===== src/rtl/core/h2r_pkg.sv =====
package h2r_pkg;

    // Default fixed point format of the inputs
    localparam int FRAC_BITS_DEF = 16;

    // Color channels
    localparam int NUM_CH   = 3;
    localparam int CH_RED   = 0;
    localparam int CH_GREEN = 1;
    localparam int CH_BLUE  = 2;

    // Largest channel code
    localparam logic [7:0] CHAN_MAX = 8'hFF;

    // Load enables of the five pipeline stages
    typedef struct packed {
        logic s1;
        logic s2;
        logic s3;
        logic s4;
        logic s5;
    } stage_en_t;

endpackage


===== src/rtl/core/h2r_levels.sv =====
module h2r_levels #(
    parameter int FRAC_BITS = 16
) (
    input  logic                         aclk,
    input  h2r_pkg::stage_en_t           en,
    input  logic [FRAC_BITS:0]           saturation,
    input  logic [FRAC_BITS:0]           lightness,
    output logic signed [FRAC_BITS+4:0]  lo_level,
    output logic signed [FRAC_BITS+4:0]  delta
);

    localparam int IN_W  = FRAC_BITS + 1;
    localparam int LS_W  = 2 * FRAC_BITS + 2;
    localparam int LVL_W = FRAC_BITS + 5;
    localparam int QW    = LS_W - FRAC_BITS;

    localparam logic [LS_W-1:0] ROUND_UP = {{(LS_W-FRAC_BITS){1'b0}}, {FRAC_BITS{1'b1}}};
    localparam logic [IN_W:0]   ONE_X2   = {2'b01, {FRAC_BITS{1'b0}}};

    logic [LS_W-1:0]         ls_reg,   ls_next;
    logic [IN_W-1:0]         l_reg;
    logic [IN_W-1:0]         s_reg;
    logic                    half_reg, half_next;
    logic [LS_W-1:0]         ls_round;
    logic [QW-1:0]           ls_floor;
    logic [QW-1:0]           ls_ceil;
    logic signed [LVL_W-1:0] l_ext;
    logic signed [LVL_W-1:0] s_ext;
    logic signed [LVL_W-1:0] hi_next;
    logic signed [LVL_W-1:0] lo_next;
    logic signed [LVL_W-1:0] lo_reg;
    logic signed [LVL_W-1:0] d_next;
    logic signed [LVL_W-1:0] d_reg;

    // Stage 1: product of lightness and saturation, lightness split at one half
    assign ls_next   = LS_W'(lightness) * LS_W'(saturation);
    assign half_next = ({lightness, 1'b0} <= ONE_X2);

    always_ff @(posedge aclk) begin
        if (en.s1) begin
            ls_reg   <= ls_next;
            l_reg    <= lightness;
            s_reg    <= saturation;
            half_reg <= half_next;
        end
    end

    // Stage 2: upper level floored, lower level and span exact from it
    assign ls_round = ls_reg + ROUND_UP;
    assign ls_floor = ls_reg[LS_W-1:FRAC_BITS];
    assign ls_ceil  = ls_round[LS_W-1:FRAC_BITS];
    assign l_ext    = $signed(LVL_W'(l_reg));
    assign s_ext    = $signed(LVL_W'(s_reg));

    always_comb begin
        if (half_reg) begin
            hi_next = l_ext + $signed(LVL_W'(ls_floor));
        end else begin
            hi_next = l_ext + s_ext - $signed(LVL_W'(ls_ceil));
        end
        lo_next = (l_ext <<< 1) - hi_next;
        d_next  = hi_next - lo_next;
    end

    always_ff @(posedge aclk) begin
        if (en.s2) begin
            lo_reg <= lo_next;
            d_reg  <= d_next;
        end
    end

    assign lo_level = lo_reg;
    assign delta    = d_reg;

endmodule


===== src/rtl/core/h2r_hue.sv =====
module h2r_hue #(
    parameter int FRAC_BITS = 16
) (
    input  logic               aclk,
    input  h2r_pkg::stage_en_t en,
    input  logic [FRAC_BITS:0] hue,
    output logic [FRAC_BITS:0] ramp_pos [h2r_pkg::NUM_CH]
);

    import h2r_pkg::*;

    localparam int X_W = FRAC_BITS + 5;

    localparam logic signed [X_W-1:0] ONE_X   = {{(X_W-FRAC_BITS-1){1'b0}}, 1'b1,
                                                 {FRAC_BITS{1'b0}}};
    localparam logic signed [X_W-1:0] TWO_X   = ONE_X <<< 1;
    localparam logic signed [X_W-1:0] THREE_X = TWO_X + ONE_X;
    localparam logic signed [X_W-1:0] FOUR_X  = ONE_X <<< 2;
    localparam logic signed [X_W-1:0] SIX_X   = FOUR_X + TWO_X;
    localparam logic [FRAC_BITS:0]    ONE_T   = {1'b1, {FRAC_BITS{1'b0}}};

    logic signed [X_W-1:0] hx;
    logic signed [X_W-1:0] x6;
    logic signed [X_W-1:0] x_next [NUM_CH];
    logic signed [X_W-1:0] x_reg  [NUM_CH];
    logic [FRAC_BITS:0]    t_next [NUM_CH];
    logic [FRAC_BITS:0]    t_reg  [NUM_CH];

    // Stage 1: hue in sixths of a turn, shifted by a third for red and blue
    assign hx = $signed(X_W'(hue));
    assign x6 = (hx <<< 2) + (hx <<< 1);

    assign x_next[CH_RED]   = x6 + TWO_X;
    assign x_next[CH_GREEN] = x6;
    assign x_next[CH_BLUE]  = x6 - TWO_X;

    always_ff @(posedge aclk) begin
        if (en.s1) begin
            x_reg <= x_next;
        end
    end

    // Stage 2: wrap once, then pick the ramp weight of the piece
    for (genvar c = 0; c < NUM_CH; c++) begin : g_ch
        logic signed [X_W-1:0] x_up;
        logic signed [X_W-1:0] x_wrap;
        logic signed [X_W-1:0] x_fall;

        always_comb begin
            x_up   = x_reg[c][X_W-1] ? x_reg[c] + SIX_X : x_reg[c];
            x_wrap = (x_up > SIX_X) ? x_up - SIX_X : x_up;
            x_fall = FOUR_X - x_wrap;
            priority if (x_wrap < ONE_X) begin
                t_next[c] = x_wrap[FRAC_BITS:0];
            end else if (x_wrap < THREE_X) begin
                t_next[c] = ONE_T;
            end else if (x_wrap < FOUR_X) begin
                t_next[c] = x_fall[FRAC_BITS:0];
            end else begin
                t_next[c] = '0;
            end
        end
    end

    always_ff @(posedge aclk) begin
        if (en.s2) begin
            t_reg <= t_next;
        end
    end

    assign ramp_pos = t_reg;

endmodule


===== src/rtl/core/h2r_ramp.sv =====
module h2r_ramp #(
    parameter int FRAC_BITS = 16
) (
    input  logic                        aclk,
    input  h2r_pkg::stage_en_t          en,
    input  logic signed [FRAC_BITS+4:0] lo_level,
    input  logic signed [FRAC_BITS+4:0] delta,
    input  logic [FRAC_BITS:0]          ramp_pos,
    output logic [7:0]                  chan
);

    import h2r_pkg::*;

    localparam int LVL_W  = FRAC_BITS + 5;
    localparam int PROD_W = LVL_W + FRAC_BITS + 2;
    localparam int NUM_W  = PROD_W + 1;
    localparam int MAG_W  = NUM_W - 1;
    localparam int SC_W   = MAG_W + 8;
    localparam int Q_W    = SC_W - 2 * FRAC_BITS;

    logic signed [FRAC_BITS+1:0] t_s;
    logic signed [PROD_W-1:0]    prod_next;
    logic signed [PROD_W-1:0]    prod_reg;
    logic signed [LVL_W-1:0]     lo_reg;
    logic signed [NUM_W-1:0]     num_next;
    logic signed [NUM_W-1:0]     num_reg;
    logic [MAG_W-1:0]            mag;
    logic [SC_W-1:0]             scaled;
    logic [Q_W-1:0]              quot;
    logic [7:0]                  chan_next;
    logic [7:0]                  chan_reg;

    // Stage 3: span times ramp weight
    assign t_s       = $signed({1'b0, ramp_pos});
    assign prod_next = PROD_W'(delta) * PROD_W'(t_s);

    always_ff @(posedge aclk) begin
        if (en.s3) begin
            prod_reg <= prod_next;
            lo_reg   <= lo_level;
        end
    end

    // Stage 4: add the lower level at full precision
    assign num_next = (NUM_W'(lo_reg) <<< FRAC_BITS) + NUM_W'(prod_reg);

    always_ff @(posedge aclk) begin
        if (en.s4) begin
            num_reg <= num_next;
        end
    end

    // Stage 5: scale by 255, truncate, clamp to the 8-bit range
    assign mag    = num_reg[MAG_W-1:0];
    assign scaled = (SC_W'(mag) << 8) - SC_W'(mag);
    assign quot   = scaled[SC_W-1:2*FRAC_BITS];

    always_comb begin
        if (num_reg[NUM_W-1] || (num_reg == '0)) begin
            chan_next = '0;
        end else if (quot > Q_W'(CHAN_MAX)) begin
            chan_next = CHAN_MAX;
        end else begin
            chan_next = quot[7:0];
        end
    end

    always_ff @(posedge aclk) begin
        if (en.s5) begin
            chan_reg <= chan_next;
        end
    end

    assign chan = chan_reg;

endmodule


===== src/rtl/core/hsl_to_rgb_converter.sv =====
// HSL to RGB converter, five register stages, one pixel per clock.
// An accepted beat is registered in stages one to five in turn; m_valid is the valid bit of stage five.
// Throughput: one beat per cycle; a stall holds the occupied stages while bubbles fill up.
// The slowest stages are the two multipliers (lightness times saturation, span times ramp).
// Reset (aresetn low, synchronous) clears all stage valid bits; data registers keep no reset.
module hsl_to_rgb_converter #(
    parameter int FRAC_BITS = h2r_pkg::FRAC_BITS_DEF
) (
    input  logic               aclk,
    input  logic               aresetn,
    input  logic               s_valid,
    output logic               s_ready,
    input  logic [FRAC_BITS:0] s_hue,
    input  logic [FRAC_BITS:0] s_saturation,
    input  logic [FRAC_BITS:0] s_lightness,
    output logic               m_valid,
    input  logic               m_ready,
    output logic [7:0]         m_red,
    output logic [7:0]         m_green,
    output logic [7:0]         m_blue
);

    import h2r_pkg::*;

    localparam int LVL_W = FRAC_BITS + 5;

    stage_en_t               en;
    logic [4:0]              vld_reg;
    logic signed [LVL_W-1:0] lo_level;
    logic signed [LVL_W-1:0] delta;
    logic [FRAC_BITS:0]      ramp_pos [NUM_CH];
    logic [7:0]              chan     [NUM_CH];

    // Advance a stage when it is empty or the stage after it advances
    assign en.s5 = !vld_reg[4] || m_ready;
    assign en.s4 = !vld_reg[3] || en.s5;
    assign en.s3 = !vld_reg[2] || en.s4;
    assign en.s2 = !vld_reg[1] || en.s3;
    assign en.s1 = !vld_reg[0] || en.s2;

    always_ff @(posedge aclk) begin
        if (!aresetn) begin
            vld_reg <= '0;
        end else begin
            if (en.s1) vld_reg[0] <= s_valid;
            if (en.s2) vld_reg[1] <= vld_reg[0];
            if (en.s3) vld_reg[2] <= vld_reg[1];
            if (en.s4) vld_reg[3] <= vld_reg[2];
            if (en.s5) vld_reg[4] <= vld_reg[3];
        end
    end

    assign s_ready = en.s1;
    assign m_valid = vld_reg[4];

    h2r_levels #(
        .FRAC_BITS (FRAC_BITS)
    ) u_levels (
        .aclk       (aclk),
        .en         (en),
        .saturation (s_saturation),
        .lightness  (s_lightness),
        .lo_level   (lo_level),
        .delta      (delta)
    );

    h2r_hue #(
        .FRAC_BITS (FRAC_BITS)
    ) u_hue (
        .aclk     (aclk),
        .en       (en),
        .hue      (s_hue),
        .ramp_pos (ramp_pos)
    );

    for (genvar c = 0; c < NUM_CH; c++) begin : g_ramp
        h2r_ramp #(
            .FRAC_BITS (FRAC_BITS)
        ) u_ramp (
            .aclk     (aclk),
            .en       (en),
            .lo_level (lo_level),
            .delta    (delta),
            .ramp_pos (ramp_pos[c]),
            .chan     (chan[c])
        );
    end

    assign m_red   = chan[CH_RED];
    assign m_green = chan[CH_GREEN];
    assign m_blue  = chan[CH_BLUE];

`ifndef SYNTHESIS
    // A ready sink drains the whole pipe, so the input is never held off
    a_no_backpressure: assert property (@(posedge aclk) disable iff (!aresetn)
        m_ready |-> s_ready)
        else $error("input stalled while output is ready");

    // With no output stall an accepted beat reaches m_valid without being held in any stage
    a_latency: assert property (@(posedge aclk) disable iff (!aresetn)
        (s_valid && s_ready) ##1 m_ready ##1 m_ready ##1 m_ready ##1 m_ready
        |=> m_valid)
        else $error("result beat missing after pipeline latency");

    // Zero lightness gives black
    a_black: assert property (@(posedge aclk) disable iff (!aresetn)
        (s_valid && s_ready && (s_lightness == '0))
        ##1 m_ready ##1 m_ready ##1 m_ready ##1 m_ready
        |=> (m_red == '0) && (m_green == '0) && (m_blue == '0))
        else $error("zero lightness did not give black");

    // Zero saturation gives equal channels
    a_grey: assert property (@(posedge aclk) disable iff (!aresetn)
        (s_valid && s_ready && (s_saturation == '0))
        ##1 m_ready ##1 m_ready ##1 m_ready ##1 m_ready
        |=> (m_red == m_green) && (m_green == m_blue))
        else $error("zero saturation did not give grey");
`endif

endmodule


===== config.mk =====
export PLATFORM = sky130hd
export DESIGN_NAME = hsl_to_rgb_converter
export DESIGN_NICKNAME = d
export VERILOG_FILES = /design/src/rtl/core/h2r_pkg.sv /design/src/rtl/core/h2r_levels.sv /design/src/rtl/core/h2r_hue.sv /design/src/rtl/core/h2r_ramp.sv /design/src/rtl/core/hsl_to_rgb_converter.sv
export SDC_FILE = /design/constraint.sdc
export NUM_CORES = 2
export LEC_CHECK = 0
export BUFFER_PORTS_ARGS = -buffer_cell sky130_fd_sc_hd__buf_2
export CAP_MARGIN = 5
export CORE_ASPECT_RATIO = 0.8
export CORE_MARGIN = 2
export CORE_UTILIZATION = 50
export DETAILED_ROUTE_END_ITERATION = 8
export PLACE_DENSITY = 0.76
export SYNTH_ARGS = -nofsm -noshare
export SYNTH_HDL_FRONTEND = slang
export SYNTH_SLANG_ARGS = --single-unit

===== constraint.sdc =====
create_clock -name aclk -period 6.6 [get_ports aclk]
set_input_delay 0.99 -clock aclk [delete_from_list [all_inputs] [get_ports aclk]]
set_output_delay 0.99 -clock aclk [all_outputs]
set_load 0.005 [all_outputs]

==> out/summary.log <==
qor: outcome.status complete, but fails checks
qor: outcome.violations design-rule violations, negative setup slack
qor: synth.synthesis.instances 7543
qor: worst_setup_path.r2r_cells 25
qor: synth.synth.top_cells.by_count sky130_fd_sc_hd__inv_1 (1576), sky130_fd_sc_hd__fa_1 (1216), sky130_fd_sc_hd__nand2_1 (835)
qor: worst_setup_path.critical_path_arrival 7280 ps
qor: drt.routed_wire_length_per_instance 19.0 µm
qor: drt.number_of_design_rule_violations_left_by_the_first_detailed_router_iteration 5141
qor: placement.portBuffers 80
qor: synth.synth_largest_type_area_fraction 33.5%
qor: die.floorplan.core_area 145000 µm²
qor: synth.synthesized_area_fraction_occupied_by_and_or_nand_nor_cells 14.2%
qor: die.fp-row-count 125
qor: synth.synth-edff-count 454
qor: die.die-area 149000 µm²
qor: timing.fin_worst_skew 46.9 ps
qor: timing.timing.final.crit_share 105%
qor: worst_setup_path.crit_path_max_fanout 6
qor: worst_setup_path.critical_path_required 6920 ps
qor: clocking.tritoncts_num_sinks 459
qor: synth.synth_top_family_by_area adder cells
qor: drt.total_routed_length 193000 µm
qor: timing.finalHoldViolCount 0
qor: drt.dr_total_vias 55273
qor: synth.synth-compound-area-share 8.08%
qor: timing.timing.slew.headroom 17.6%
qor: final_layout.areaGrowthSynthToFinish 16.9%
qor: synth.synth_area_leader sky130_fd_sc_hd__fa_1
qor: timing.final_max_slew_viol_count 0
qor: timing.grt_setup_unrepaired yes
qor: clocking.depth_of_the_cts_h_tree 2
qor: drt.vias_per_cell 5.45
qor: clocking.tritoncts yes
qor: worst_setup_path.ff2ff_setup_slack -350 ps
qor: clocking.cts_buffers 51
qor: synth.synth.lib_cells_used.distinct 89
qor: timing.final_period_minus_worst_setup_slack 6950 ps
qor: global_routing.total_congestion_overflow 0
qor: final_layout.instances_no_fill 10135
qor: timing.fmaxAchievable 144 MHz
qor: drt.drc 1
qor: global_routing.grt_max_degree 79
qor: final_layout.final-seq-area 13700 µm²
qor: synth.yosysWarnings 0
qor: timing.final_critical_path_setup_slack -352 ps
qor: drt.firstDrtPassIters 9
qor: worst_hold_path.min-delay-start g_ramp[1].u_ramp.prod_reg[11]
qor: placement.globalplace.congestion 0.951
qor: worst_setup_path.r2r-end g_ramp[2].u_ramp.prod_reg[38]
qor: worst_setup_path.worst_r2r_startpoint u_levels.delta[6]
qor: final_layout.finish.net_count 10163
qor: synth.yosysMostFrequentCell sky130_fd_sc_hd__inv_1
qor: synth.async_flop_share 0%
qor: global_routing.grt_first_pass_wirelength 308000 µm
qor: clocking.insertion_delay 650 ps
qor: synth.muxShareOfSynthArea 0.157%
qor: global_routing.grt_pass1_vias 57467
qor: clocking.clk_transition_reported_paths 70 ps
qor: global_routing.grt_use_total 26.0%
qor: timing.tightestPinTransition 1240 ps
qor: die.die_w 430 µm
qor: synth.yosys.area_share.xor_xnor 3.52%
qor: synth.post_synthesis_sequential_area_ratio 18.9%
qor: worst_hold_path.worstHoldEndpoint g_ramp[1].u_ramp.num_reg[11]
qor: worst_setup_path.setup.worst_path.start_class register
qor: worst_hold_path.min_delay_path_depth 0
qor: flow_run.max_cap_viol_count 0
qor: synth.yosys-top-cells-area sky130_fd_sc_hd__fa_1 (33%), sky130_fd_sc_hd__edfxtp_1 (19%), sky130_fd_sc_hd__ha_1 (12%), sky130_fd_sc_hd__inv_1 (8.1%), sky130_fd_sc_hd__and2_1 (5.1%)
qor: die.dieHeight 345 µm
qor: die.io_pins 81
qor: final_layout.final.fill_count 11646
qor: final_layout.antenna_cells 0
qor: placement.post-place-cells 9941
qor: synth.postSynth.topFlopCell sky130_fd_sc_hd__edfxtp_1
qor: clocking.clock_tree.root_cell sky130_fd_sc_hd__clkbuf_16
qor: global_routing.antenna_found_initial 11
qor: die.starting_utilization_of_the_core_area 50.2%
qor: drt.drtAntennaViolNets 0
qor: worst_setup_path.setup.worst_path.class reg -> reg
qor: synth.synthesis.area_per_instance 9.64 µm²
qor: synth.yosys_register_bits 459
qor: worst_hold_path.worst_min_path_class reg -> reg
qor: worst_setup_path.worstSetupEndpointType register
qor: synth.synth-adder-area-share 45.6%
qor: final_layout.drive_gt1_share 15.8%
qor: clocking.max_clock_buf_depth 3
qor: final_layout.largest_register_ffs 114
qor: final_layout.multi_input_comb_area 54100 µm²
qor: placement.hpwlAfterDp 156000 µm
qor: timing.setup_viol 26
qor: synth.mappedNetlistArea 72700 µm²
==> kinds of logic (layout without fill, tap and decap cells) <==
family / after synthesis / count (layout)
other: 2 / 27
buffers and inverters: 1857 / 2519
XOR/XNOR: 292 / 292
AND/OR/NAND/NOR: 2103 / 2103
multiplexers: 11 / 11
flip-flops: 459 / 459
adder cells (fa/ha/maj): 1919 / 1919
AO/OA/AOI/OAI: 900 / 900
==> stage by stage <==
stage               setup TNS, ps  hold WS [ps]  util, %  area [µm²]  setup slack (ps)
detailed placement         -14080           405     55.4       80300              -621
global placement            -8920           402     55.4       80300              -554
finish                      -5080           418     58.7       85000              -352
CTS                         -2330           419     57.6       83400              -281
floorplan                   -13.2           400        -       73000             -13.2
global route               -11550           425     58.7       85000              -677
==> per-layer routing <==
layer  GRT usage (%)  wire length, µm  vias up
met2            38.9            83500     2257
met4            6.17             5360       10
li1                -                -    24969
met3            5.78            19700      326
met1            38.4            84200    27711
met5               0               68        -
==> how the worst max path moves through the flow <==
stage               slack (ps)               start  cells after the start                             to
detailed placement        -620   u_levels.l_reg[0]                     37             u_levels.delta[19]
global placement          -550   u_levels.l_reg[0]                     38             u_levels.delta[19]
CTS                       -280   u_levels.delta[6]                     25  g_ramp[1].u_ramp.prod_reg[38]
finish                    -350   u_levels.delta[6]                     25  g_ramp[2].u_ramp.prod_reg[38]
global route              -680  u_levels.ls_reg[9]                     37             u_levels.delta[19]
floorplan                  -10     s_lightness[10]                     23            u_levels.ls_reg[33]
==> what timing repair did <==
item	in CTS	in global routing
gates resized for setup	196	293
endpoints found under the setup margin	41	56
pin swaps	89	187
hold buffers	0	0
gates cloned	1	1
setup buffers	53	67
==> layout make-up <==
| class | count | area share (%) |
|---|---|---|
| inverters | 1576 | 6.96 |
| flip-flops and latches | 459 | 16.2 |
| multi-input cells | 5252 | 63.6 |
| repair buffers | 850 | 8.40 |
| clock inverters | 38 | 0.543 |
| clock buffers | 55 | 1.54 |
| well taps | 1905 | 2.80 |
==> critical path, cell delays in order, from the launching register on <==
cell and delay [ps]:
sky130_fd_sc_hd__edfxtp_1 460, sky130_fd_sc_hd__buf_12 190, sky130_fd_sc_hd__buf_12 140, sky130_fd_sc_hd__buf_4 150, sky130_fd_sc_hd__and2_1 160, sky130_fd_sc_hd__fa_1 490
sky130_fd_sc_hd__fa_1 540, sky130_fd_sc_hd__inv_1 50, sky130_fd_sc_hd__fa_1 520, sky130_fd_sc_hd__fa_1 460, sky130_fd_sc_hd__fa_1 500, sky130_fd_sc_hd__inv_1 50
sky130_fd_sc_hd__fa_1 430, sky130_fd_sc_hd__ha_1 340, sky130_fd_sc_hd__buf_4 180, sky130_fd_sc_hd__o21ai_0 190, sky130_fd_sc_hd__nand2b_1 100, sky130_fd_sc_hd__a21oi_2 200
sky130_fd_sc_hd__a21oi_4 60, sky130_fd_sc_hd__nand4_1 240, sky130_fd_sc_hd__a31oi_4 170, sky130_fd_sc_hd__o41ai_4 260, sky130_fd_sc_hd__buf_4 190, sky130_fd_sc_hd__o2111ai_4 120
sky130_fd_sc_hd__a21oi_4 240, sky130_fd_sc_hd__xnor2_4 170
==> layout by cell type (no fill, tap or decap), types with 41 or more instances in the layout <==
cell / Yosys / final
sky130_fd_sc_hd__nor2_1: 256 / 243
sky130_fd_sc_hd__buf_6: 0 / 46
sky130_fd_sc_hd__buf_12: 0 / 57
sky130_fd_sc_hd__xor2_1: 78 / 69
sky130_fd_sc_hd__ha_1: 702 / 665
sky130_fd_sc_hd__o21ai_0: 198 / 152
sky130_fd_sc_hd__nor3_1: 74 / 67
sky130_fd_sc_hd__nand3_1: 62 / 60
sky130_fd_sc_hd__inv_1: 1576 / 1536
sky130_fd_sc_hd__buf_4: 1 / 659
sky130_fd_sc_hd__a21o_1: 96 / 95
sky130_fd_sc_hd__clkbuf_16: 0 / 53
sky130_fd_sc_hd__nor2b_1: 58 / 54
sky130_fd_sc_hd__a21oi_2: 1 / 41
sky130_fd_sc_hd__o21a_1: 63 / 63
sky130_fd_sc_hd__a21oi_1: 229 / 182
sky130_fd_sc_hd__nand2_1: 835 / 797
sky130_fd_sc_hd__fa_1: 1216 / 1202
sky130_fd_sc_hd__xnor2_1: 214 / 200
sky130_fd_sc_hd__edfxtp_1: 454 / 454
sky130_fd_sc_hd__and2_1: 594 / 586
sky130_fd_sc_hd__buf_2: 6 / 79
Power is left out: the tool's default activity adds up to more than one toggle a clock period on the data nets, which glitch-free logic cannot reach.
